`config.mk`:
```
export PLATFORM = sky130hd
export DESIGN_NAME = ecg_flow
export DESIGN_NICKNAME = d
export VERILOG_FILES = /design/src/design/ecg_pkg.sv /design/src/design/ecg_flow.sv
export SDC_FILE = /design/constraint.sdc
export NUM_CORES = 1
export LEC_CHECK = 0
export ABC_AREA = 1
export BUFFER_PORTS_ARGS = -buffer_cell sky130_fd_sc_hd__buf_2
export CAP_MARGIN = 20
export CORE_ASPECT_RATIO = 1.1
export CORE_MARGIN = 2
export CORE_UTILIZATION = 63
export CTS_BUF_LIST = sky130_fd_sc_hd__clkbuf_2 sky130_fd_sc_hd__clkbuf_4 sky130_fd_sc_hd__clkbuf_8
export CTS_CLUSTER_SIZE = 24
export DETAILED_ROUTE_END_ITERATION = 6
export PLACE_DENSITY = 0.81
export SETUP_SLACK_MARGIN = 0.4
export SLEW_MARGIN = 5
export SYNTH_ARGS = -nofsm -noshare
export SYNTH_HDL_FRONTEND = slang
export SYNTH_SLANG_ARGS = --single-unit
```
`constraint.sdc`:
```
create_clock -name clk -period 9.7 [get_ports clk]
set_clock_uncertainty 0.05 [all_clocks]
set_input_delay 1.94 -clock clk [delete_from_list [all_inputs] [get_ports clk]]
set_output_delay 1.94 -clock clk [all_outputs]
set_load 0.02 [all_outputs]
```
`src/design/ecg_pkg.sv`:
```
`timescale 1ns / 1ps
`default_nettype none
// ----------------------------------------------------------------------------
// ecg_pkg: shared types and constants of the exposure/contrast/gamma grade
// Fixed-point formats, register indexes, the stage map of a colour lane and
// the exp2 step table.
// ----------------------------------------------------------------------------
package ecg_pkg;

	localparam int FRAC_BITS       = 12;
	localparam int SAMPLE_WIDTH    = 16;
	localparam int COLOUR_CHANNELS = 3;
	localparam int CLIP_W          = 13;
	localparam int GAIN_W          = 18;
	localparam int COEF_W          = 16;
	localparam int LOG_STEPS       = 16;
	localparam int EXP_STEPS       = 16;
	localparam int CFG_IDX_W       = 3;

	// stage map of one colour lane
	localparam int ST_V    = 3;
	localparam int ST_LOG0 = ST_V + 1;
	localparam int ST_E    = ST_LOG0 + LOG_STEPS;
	localparam int ST_EXP0 = ST_E + 1;
	localparam int ST_Y    = ST_EXP0 + EXP_STEPS;
	localparam int NSTAGE  = ST_Y + 1;

	localparam int P_W = $clog2(FRAC_BITS);
	localparam int A_W = P_W + 16;
	localparam int E_W = A_W + COEF_W - FRAC_BITS;
	localparam int N_W = E_W - 16;

	typedef enum logic [CFG_IDX_W-1:0] {
		REG_EXPOSURE_GAIN = 3'd0,
		REG_LEVEL_OFFSET  = 3'd1,
		REG_CONTRAST_GAIN = 3'd2,
		REG_INVERSE_GAMMA = 3'd3,
		REG_BLACK_CLIP    = 3'd4,
		REG_WHITE_CLIP    = 3'd5
	} reg_idx_t;

	typedef enum logic [1:0] {
		VK_POW  = 2'd0,
		VK_LOW  = 2'd1,
		VK_HIGH = 2'd2
	} vkind_t;

	typedef struct packed {
		logic [GAIN_W-1:0]              exposure_gain;
		logic signed [SAMPLE_WIDTH-1:0] level_offset;
		logic [COEF_W-1:0]              contrast_gain;
		logic [COEF_W-1:0]              inverse_gamma;
		logic [CLIP_W-1:0]              black_clip;
		logic [CLIP_W-1:0]              white_clip;
	} cfg_t;

	typedef logic [29:0] exp_tab_t [EXP_STEPS];

	function automatic logic [63:0] isqrt64(input logic [63:0] x);
		logic [63:0] rem;
		logic [63:0] res;
		logic [63:0] bitv;
		rem  = x;
		res  = 64'd0;
		bitv = 64'd1 << 62;
		for (int i = 0; i < 32; i++) begin
			if (rem >= res + bitv) begin
				rem = rem - (res + bitv);
				res = (res >> 1) + bitv;
			end else begin
				res = res >> 1;
			end
			bitv = bitv >> 2;
		end
		return res;
	endfunction

	// 2^(-2^-(i+1)) in Q.30
	function automatic exp_tab_t build_exp_tab();
		exp_tab_t    t;
		logic [63:0] w;
		w = isqrt64(64'd1 << 59);
		t[0] = w[29:0];
		for (int i = 1; i < EXP_STEPS; i++) begin
			w = isqrt64(w << 30);
			t[i] = w[29:0];
		end
		return t;
	endfunction

	localparam exp_tab_t EXP_TAB = build_exp_tab();

	function automatic logic signed [SAMPLE_WIDTH-1:0] sat_sample(
		input logic signed [47:0] v);
		logic signed [47:0] hi;
		logic signed [47:0] lo;
		hi = (48'sd1 <<< (SAMPLE_WIDTH - 1)) - 48'sd1;
		lo = -(48'sd1 <<< (SAMPLE_WIDTH - 1));
		if (v > hi)
			return hi[SAMPLE_WIDTH-1:0];
		else if (v < lo)
			return lo[SAMPLE_WIDTH-1:0];
		else
			return v[SAMPLE_WIDTH-1:0];
	endfunction

endpackage
`default_nettype wire

```
`src/design/ecg_flow.sv`:
```
`timescale 1ns / 1ps
`default_nettype none
// ----------------------------------------------------------------------------
// ecg_flow: pipeline flow control and alpha line
// Per-stage valid bits with bubble collapsing, stage enables for the lanes,
// and the alpha delay line that keeps alpha with its pixel.
// ----------------------------------------------------------------------------
module ecg_flow (
	input  wire logic                                   clk,
	input  wire logic                                   arst_n,
	input  wire logic                                   in_valid,
	output logic                                        in_ready,
	input  wire logic signed [ecg_pkg::SAMPLE_WIDTH-1:0] alpha_in,
	output logic                                        out_valid,
	input  wire logic                                   out_ready,
	output logic signed [ecg_pkg::SAMPLE_WIDTH-1:0]      alpha_out,
	output logic [ecg_pkg::NSTAGE-1:0]                  en
);
	localparam int NS = ecg_pkg::NSTAGE;

	logic [NS-1:0]                      vld_q;
	logic signed [ecg_pkg::SAMPLE_WIDTH-1:0] alpha_s [NS];

	// a stage may load when it is empty or its contents move on
	always_comb begin
		en[NS-1] = !vld_q[NS-1] || out_ready;
		for (int k = NS - 2; k >= 0; k--)
			en[k] = !vld_q[k] || en[k+1];
	end

	always_ff @(posedge clk or negedge arst_n) begin
		if (!arst_n) begin
			vld_q <= '0;
		end else begin
			if (en[0])
				vld_q[0] <= in_valid;
			for (int k = 1; k < NS; k++)
				if (en[k])
					vld_q[k] <= vld_q[k-1];
		end
	end

	always_ff @(posedge clk) begin
		if (en[0])
			alpha_s[0] <= alpha_in;
		for (int k = 1; k < NS; k++)
			if (en[k])
				alpha_s[k] <= alpha_s[k-1];
	end

	assign in_ready  = en[0];
	assign out_valid = vld_q[NS-1];
	assign alpha_out = alpha_s[NS-1];

endmodule
`default_nettype wire

```
# Word level (Yosys, flattened, before mapping)
# Memory sizes are Yosys's and may differ from the RTL's.
# Index checks and enable logic that the tools add are counted.
totals:
  register_bits: 38
  mem_bits_rw: 608
  inputBits: 20
  output_inout_bits: 56
  word_cells: 191
  mem_count: 1
memory_table:
  columns: ["memory", "depth", "word_bits", "rd", "rd_clocked_by_memory_dff", "wr", "line", "text"]
  rows:
  - ["alpha_s", 38, 16, 38, 0, 38, "ecg_flow.sv:22", "logic signed [ecg_pkg::SAMPLE_WIDTH-1:0] alpha_s [NS];"]
op_classes:
  mux: 76
  n_reduce_logical: 76
ops:
  columns: ["operator", "count"]
  rows:
  - ["1-bit 2-to-1 mux", 76]
  - ["1-bit zero test", 38]
  - ["1-bit logical OR", 38]

# Longest topological paths before layout
# Gate-level depths: netlist of run 1.
depth:
  ltp_word: 41
  ltp_mapped: 21

# Least setup slack after synthesis of run 1
# No wires, ideal clock.
synth_timing:
  path_type: "input-to-output"
  start: "in out_ready"
  end: "out en[0] (netlist name)"
  arrival_time_ps: 7668
  path_slack_ps: 42
  stages: 21
  path_cell_list: "inv_2 -> nand3_2 -> nor2_4 -> nand4_4 -> nor2_4 -> nand4_4 -> nor2_4 -> nand4_4 -> nor2_4 -> nand4_4 -> nor2_4 -> nand4_4 -> nor2_4 -> nand4_4 -> nor2_4 -> nand4_4 -> nor2_4 -> nand4_4 -> nor2_4 -> nand4_2 -> buf_4"
synth_via:
  elab_chain_len: 38
synth_lines:
  columns: ["item", "line", "text"]
  rows:
  - ["start: declaration", "ecg_flow.sv:15", "input wire logic out_ready,"]
  - ["1-bit logical OR", "ecg_flow.sv:26", "en[NS-1] = !vld_q[NS-1] || out_ready;"]
  - ["1-bit logical OR", "ecg_flow.sv:28", "en[k] = !vld_q[k] || en[k+1];"]
  - ["net en (one bit)", "ecg_flow.sv:17", "output logic [ecg_pkg::NSTAGE-1:0] en"]
  - ["1-bit logical OR (4 in series)", "ecg_flow.sv:28", null]
  - ["net en (one bit)", "ecg_flow.sv:17", null]
  - ["1-bit logical OR (4 in series)", "ecg_flow.sv:28", null]
  - ["net en (one bit)", "ecg_flow.sv:17", null]
  - ["1-bit logical OR (4 in series)", "ecg_flow.sv:28", null]
  - ["net en (one bit)", "ecg_flow.sv:17", null]
  - ["[... 4 more ...]", null, null]
  - ["net en (one bit)", "ecg_flow.sv:17", null]
  - ["[... 4 more ...]", null, null]
  - ["net en (one bit)", "ecg_flow.sv:17", null]
  - ["1-bit logical OR (4 in series)", "ecg_flow.sv:28", null]
  - ["net en (one bit)", "ecg_flow.sv:17", null]
  - ["1-bit logical OR (4 in series)", "ecg_flow.sv:28", null]
  - ["net en (one bit)", "ecg_flow.sv:17", null]
  - ["1-bit logical OR (4 in series)", "ecg_flow.sv:28", null]
  - ["net en (one bit)", "ecg_flow.sv:17", null]
  - ["1-bit logical OR (4 in series)", "ecg_flow.sv:28", null]
  - ["end: declaration", "ecg_flow.sv:17", null]
# The timed path passes the listed nets, and every way through them passes these cells.

# Worst setup path after layout of run 1
layout_timing:
  start: "in out_ready"
  end: "out en[3] (netlist name)"
layout_via:
  elab_chain_len: 35
layout_lines:
  columns: ["item", "line"]
  rows:
  - ["1-bit logical OR", "ecg_flow.sv:26"]
  - ["1-bit logical OR (34 in series)", "ecg_flow.sv:28"]
# Every way passes these cells.

==> results of run 1 <==
[registers in the layout (all words and copies together), names as in the netlist]
| signal | flops |
|---|---|
| vld_q | 38 |
| alpha_s | 608 |
[metal layers]
metal / wire length, um / global-route usage [%] / up-vias
met4: 420 / 5.688 / 0
met1: 10490 / 19.81 / 3602
met2: 13390 / 27.14 / 216
met3: 2069 / 6.026 / 37
li1: - / - / 3361
met5: 0 / 0 / -
[final cells by class]
cell class | count | area share [%]
sequential | 646 | 84.15
clock buffer | 133 | 7.115
multi-input combinational | 76 | 2.467
tap | 420 | 2.302
timing repair buffer | 90 | 2.193
clock inverter | 35 | 0.9976
inverter | 47 | 0.7729
[kinds of logic (layout without fill, tap and decap cells)]
family,Yosys count,in the layout,share of synthesized area (%)
simple gates,76,76,2.689
buf+inv,64,305,1.516
flops,646,646,95.79
[synth_stat cells]
| cell type | instances |
|---|---|
| buf_4 | 17 |
| dfrtp_1 | 38 |
| edfxtp_1 | 608 |
| inv_1 | 46 |
| inv_2 | 1 |
| nand2_1 | 37 |
| nand3_2 | 2 |
| nand4_2 | 1 |
| nand4_4 | 8 |
| nor2_1 | 9 |
| nor2_4 | 9 |
| or2_1 | 1 |
| or2_2 | 9 |
[worst max-delay path, cell delays in order]
cell and delay [ns]:
buf_2 0.10, inv_2 0.07, nand3_4 0.24, nor2_4 0.20, nand4_4 0.08, buf_4 0.23, nor2_4 0.16, nand4_4 0.33
nor2_4 0.24, nand4_4 0.32, nor2_4 0.23, nand4_4 0.08, buf_4 0.23, nor2_4 0.13, nand4_4 0.10, nor2_4 0.16
nand4_4 0.11, nor2_4 0.13, nand4_4 0.07, buf_4 0.23, nor2_4 0.13, nand4_4 0.31, nor2_4 0.31, inv_1 0.34
buf_2 0.28
[path summary, 6_finish.rpt]
check | depth (start not counted) | startpoint | endpoint | slack, ns
min reg2reg | 0 | alpha_s[3][82] | alpha_s[3][98] | 0.34
min | 0 | alpha_s[3][82] | alpha_s[3][98] | 0.34
min in group asynchronous | 1 | arst_n | vld_q[3] | 1.12
max reg2reg | 22 | vld_q[37] | alpha_s[0][54] | 4.46
max in group asynchronous | 2 | arst_n | vld_q[36] | 8.00
max | 25 | out_ready | en[3] | 0.91
[power by group]
group	internal, uW	switching (uW)
registers	3570	159
logic	38.6	162
clock network	1140	933
[per-stage QoR]
stage / setup slack (ns) / hold slack [ns] / cells / util [%] / cell area (um^2)
final: 0.9053 / 0.3443 / 1447 / 72.70 / 22830
after detailed placement: 0.7656 / 0.3545 / 1278 / 66.72 / 20950
after CTS: 0.7356 / 0.3417 / 1446 / 72.62 / 22800
after global routing: 0.3816 / 0.3518 / 1447 / 72.70 / 22830
after global placement: 1.150 / 0.3502 / 1278 / 66.72 / 20950
after floorplan: 0.4529 / 0.3503 / 786 / - / 20070
==> reports/metrics.yaml, run 1 <==
timing:
  rsz0062_at_grt: "yes"
  setup_viol: 0
  relSlewSlack_pct: 49.58
  tightest_slew_ns: 0.7554
  tns_ns: 0
  clock.fmax_mhz: 113.7
  hold_viol: 0
  period_minus_slack_ns: 8.795
  drv_slew: 0
  fin_crit_sh_pct: 90.67
synthesis:
  yosys.area.top_type: "edfxtp_1"
  synthCells: 786
  yosysSeqAreaShare_pct: 95.79
  ys_ff_latch: 646
  synth_top_area_share_pct: 91.05
  yosys_warnings: 0
  syn_area_um2: 20050
  avgSynthCellArea_um2: 25.51
  ys_top_cells_by_area: "edfxtp_1 (91%), dfrtp_1 (4.7%), inv_1 (0.86%)"
  ys_types: 13
  synth_nets: 806
grt:
  grt_max_degree: 39
  grt_first_pass_wirelength_mm: 39.76
  antenna_found_initial: 0
  grt_usage_pct: 16.24
  grt_pass1_vias: 7543
  grt-ovfl-total: 0
finish:
  fill_cells: 1573
  area_growth_pct: 13.83
  multi_input_area_um2: 563.0
  final-seq-area_um2: 19210
  drive_gt1_share_pct: 25.71
  layout_commonest_cell: "edfxtp_1"
  diodes: 0
  finalNetCount: 973
  final_cell_mix: "edfxtp_1 (608), clkbuf_8 (100), buf_2 (75)"
routing:
  drc: 0
  wire_per_inst_um: 18.22
  ant_nets: 0
  wl_mm: 26.37
  via_per_inst: 4.987
  drt-pass1-iter-count: 4
  vias: 7216
  drtIter0Drc: 445
floorplan:
  fp.dieW_um: 174.1
  dieArea_um2: 33270
  rows: 68
  fp.dieH_um: 191.1
  initial_core_util_pct: 63.87
  core_um2: 31400
  ios: 76
placed_design:
  io_buffers: 75
  routabilityCongestion: 0.7683
  dp_hpwl_mm: 16.04
setup_path:
  path_class: "primary input to output pin"
  cp-start-kind: "primary input"
  cp.arrival_ns: 6.80
  critical_path_required_ns: 7.71
  end_kind: "output pin"
  critPathMaxFanout: 19
pwr:
  total_power_uw: 6004
  ir_drop_mv: 0.1490
  p_per_area_nw_per_um2: 263.0
  leakage_uw: 0.008392
worst_hold_path:
  hp-class: "flop to flop"
clock_network:
  cts.sinks: 646
  root_buffer: "clkbuf_8"
  cts_buffer_depth: 3
  clk_pin_slew_ns: 0.06
  cts_resized: 0
  clk_latency_ns: 0.63
  cts_tree: "done"
  cts_max_level: 3
  numCtsBuffers: 92
  cts_setup_buffers: 0
  hold_buffers: 0
job:
  drv_cap: 0
outcome:
  status: "finished, final reports clean"
Note: power is estimated with default switching activity, not from simulation.
==> inputs of run 2 (changes only) <==
--- a/config.mk
+++ b/config.mk
@@ -15,6 +15,7 @@
 export CTS_CLUSTER_SIZE = 24
 export DETAILED_ROUTE_END_ITERATION = 6
 export PLACE_DENSITY = 0.81
+export REMOVE_ABC_BUFFERS = 1
 export SETUP_SLACK_MARGIN = 0.4
 export SLEW_MARGIN = 5
 export SYNTH_ARGS = -nofsm -noshare
==> run 2 against run 1 <==
Against the previous run:
- highest routed layer unchanged
- critical path type unchanged
- sequential power about the same
- largest cell class unchanged
- maximum frequency down 3.0%
- design area increased by 0.39%
==> reports/metrics.yaml, run 2 (same netlist as run 1, synthesis figures left out) <==
pwr:
  total_power_uw: 6125  # was 6004 uW
  combPwrFrac_pct: 3.4  # was 3.3%
  power_switching_uw: 1279  # was 1254 uW
  p_per_area_nw_per_um2: 267.3  # was 263.0 nW/um^2
  netSwitchingFraction_pct: 20.88  # was 20.89%
  p_seq_share_pct: 61.0  # was 62.2%
  ir_drop_mv: 0.2200  # was 0.1490 mV
  p_int_uw: 4846  # was 4750 uW
  leakage_uw: 0.008445  # was 0.008392 uW
  clock_power_share_pct: 35.6  # was 34.5%
floorplan:
  ios: 76  # unchanged
  core_um2: 31400  # unchanged
  fp.dieW_um: 174.1  # unchanged
  rows: 68  # unchanged
  initial_core_util_pct: 63.87  # unchanged
  fp.dieH_um: 191.1  # unchanged
  dieArea_um2: 33270  # unchanged
worst_hold_path:
  whs_path_depth: 0  # unchanged
  min_from: "alpha_s[2][58]"  # was alpha_s[3][82]
  hp-class: "flop to flop"  # unchanged
  min_to: "alpha_s[2][74]"  # was alpha_s[3][98]
setup_path:
  path_class: "primary input to output pin"  # unchanged
  max_stage_delay_ns: 0.47  # was 0.34 ns
  crit_slowest_cell: "nand4_2"  # was inv_1
  timing.rr.end: "alpha_s[0][8]"  # was alpha_s[0][54]
  r2r_start: "vld_q[36]"  # was vld_q[37]
  end_kind: "output pin"  # unchanged
  critical_path_required_ns: 7.71  # about the same
  cp-start-kind: "primary input"  # unchanged
  cp.arrival_ns: 7.08  # was 6.80 ns
  critPathMaxFanout: 19  # unchanged
  r2r_slack_ns: 4.15  # was 4.46 ns
  critPathMostFrequentCell: "nor2_4"  # unchanged
  r2r_cells: 22  # unchanged
finish:
  top_register: "alpha_s"  # unchanged
  largest_reg_flops: 608  # unchanged
  final_cell_mix: "edfxtp_1 (608), clkbuf_8 (106), buf_2 (75)"  # was edfxtp_1 (608), clkbuf_8 (100), buf_2 (75)
  area_growth_pct: 14.28  # was 13.83%
  layout.cells.non_filler: 1446  # was 1447
  final-seq-area_um2: 19210  # unchanged
  multi_input_area_um2: 541.8  # was 563.0 um^2
  finalNetCount: 970  # was 973
  largest_registers: "alpha_s: 608 flops, vld_q: 38 flops"  # unchanged
  layout_commonest_cell: "edfxtp_1"  # unchanged
  diodes: 0  # unchanged
  drive_gt1_share_pct: 27.10  # was 25.71%
  fill_cells: 1564  # was 1573
grt:
  grt_usage_pct: 16.65  # was 16.24%
  antenna_found_initial: 0  # unchanged
  grt_pass1_vias: 7427  # was 7543
  grt_first_pass_wirelength_mm: 40.37  # was 39.76 mm
  grt-ovfl-total: 0  # unchanged
  grt_max_degree: 39  # unchanged
routing:
  drc: 0  # unchanged
  vias: 7306  # was 7216
  via_per_inst: 5.053  # was 4.987
  drtIter0Drc: 611  # was 445
  wire_per_inst_um: 18.51  # was 18.22 um
  drt-pass1-iter-count: 4  # unchanged
  wl_mm: 26.77  # was 26.37 mm
  ant_nets: 0  # unchanged
clock_network:
  cts_max_level: 3  # unchanged
  cts.sinks: 646  # unchanged
  clk_pin_slew_ns: 0.07  # was 0.06 ns
  clk_latency_ns: 0.64  # was 0.63 ns
  cts_buffer_depth: 3  # unchanged
  cts_setup_buffers: 0  # unchanged
  cts_tree: "done"  # unchanged
  root_buffer: "clkbuf_8"  # unchanged
  numCtsBuffers: 91  # was 92
  hold_buffers: 0  # unchanged
job:
  drv_cap: 0  # unchanged
timing:
  tightest_slew_ns: 0.7485  # was 0.7554 ns
  period_minus_slack_ns: 9.067  # was 8.795 ns
  setup_viol: 0  # unchanged
  relSlewSlack_pct: 49.98  # was 49.58%
  rsz0062_at_grt: "yes"  # unchanged
  tns_ns: 0  # unchanged
  clock.fmax_mhz: 110.3  # was 113.7 MHz
  hold_viol: 0  # unchanged
  fin_crit_sh_pct: 93.48  # was 90.67%
  drv_slew: 0  # unchanged
placed_design:
  io_buffers: 75  # unchanged
  dp_hpwl_mm: 16.41  # was 16.04 mm
  routabilityCongestion: 0.7796  # was 0.7683
  post-place-cells: 1276  # was 1278
outcome:
  status: "finished, final reports clean"  # unchanged
[run 2: cell count changes in the layout (fill, tap and decap cells not counted), moves of 2 or more]
cell	previous run	this run
clkinv_1	24	10
clkinv_2	3	12
clkbuf_8	100	106
clkbuf_4	33	30
clkinvlp_4	0	3
inv_8	4	1
buf_4	14	12
bufinv_16	2	4
clkinv_8	0	2
nand3_2	0	2
nand3_4	2	0
[run 2: how the worst max path moves through the flow]
stage / end / depth (start not counted) / slack [ns] / start
after global placement: en[5] / 25 / 0.89 / out_ready
after CTS: en[5] / 25 / 0.44 / out_ready
after detailed placement: en[5] / 25 / 0.43 / out_ready
after global routing: en[2] / 25 / 0.16 / out_ready
after floorplan: en[0] / 20 / 0.31 / out_ready
final: en[0] / 25 / 0.63 / out_ready
[run 2: cell type report]
class	count	share of cell area [%]
repair buffers	88	2.119
clock inverters	33	1.278
well taps	420	2.293
multi-input cells	76	2.364
flip-flops and latches	646	83.83
inverters	47	0.7699
clock buffers	136	7.350
[run 2: per-stage QoR]
stage / hold WS [ns] / instance area, um^2 / worst slack [ns] / utilization, %
2_1_floorplan: 0.3503 / 19920 / 0.3115 / -
3_3_place_gp: 0.3500 / 20920 / 0.8949 / 66.62
3_5_place_dp: 0.3545 / 20920 / 0.4346 / 66.62
4_1_cts: 0.3340 / 22890 / 0.4388 / 72.92
5_1_grt: 0.3434 / 22910 / 0.1625 / 72.99
6_report: 0.3362 / 22910 / 0.6328 / 72.99
[run 2: power by group through the flow]
stage / logic [uW] / clock network [uW] / registers, uW
after CTS: 213 / 2240 / 3750
after global routing: 229 / 2350 / 3770
after global placement: 200 / 0 / 3770
after detailed placement: 211 / 0 / 3790
final: 210 / 2180 / 3730
after floorplan: 125 / 0 / 3690
[run 2: critical path: cells and delay by family]
family	cells	cell delay, ns
simple gates	19	3.89
buf+inv	6	1.20
[run 2: routing by layer]
layer	track usage, %	part of all wire, %
met1	21.10	40
met2	28.24	51
met3	4.952	6.8
met4	5.204	1.6
met5	0	0
[run 2: timing repair]
item | CTS | global route
resized for setup | 0 | 1
endpoints found under the hold margin | 0 | 0
setup endpoints to repair | 0 | 7
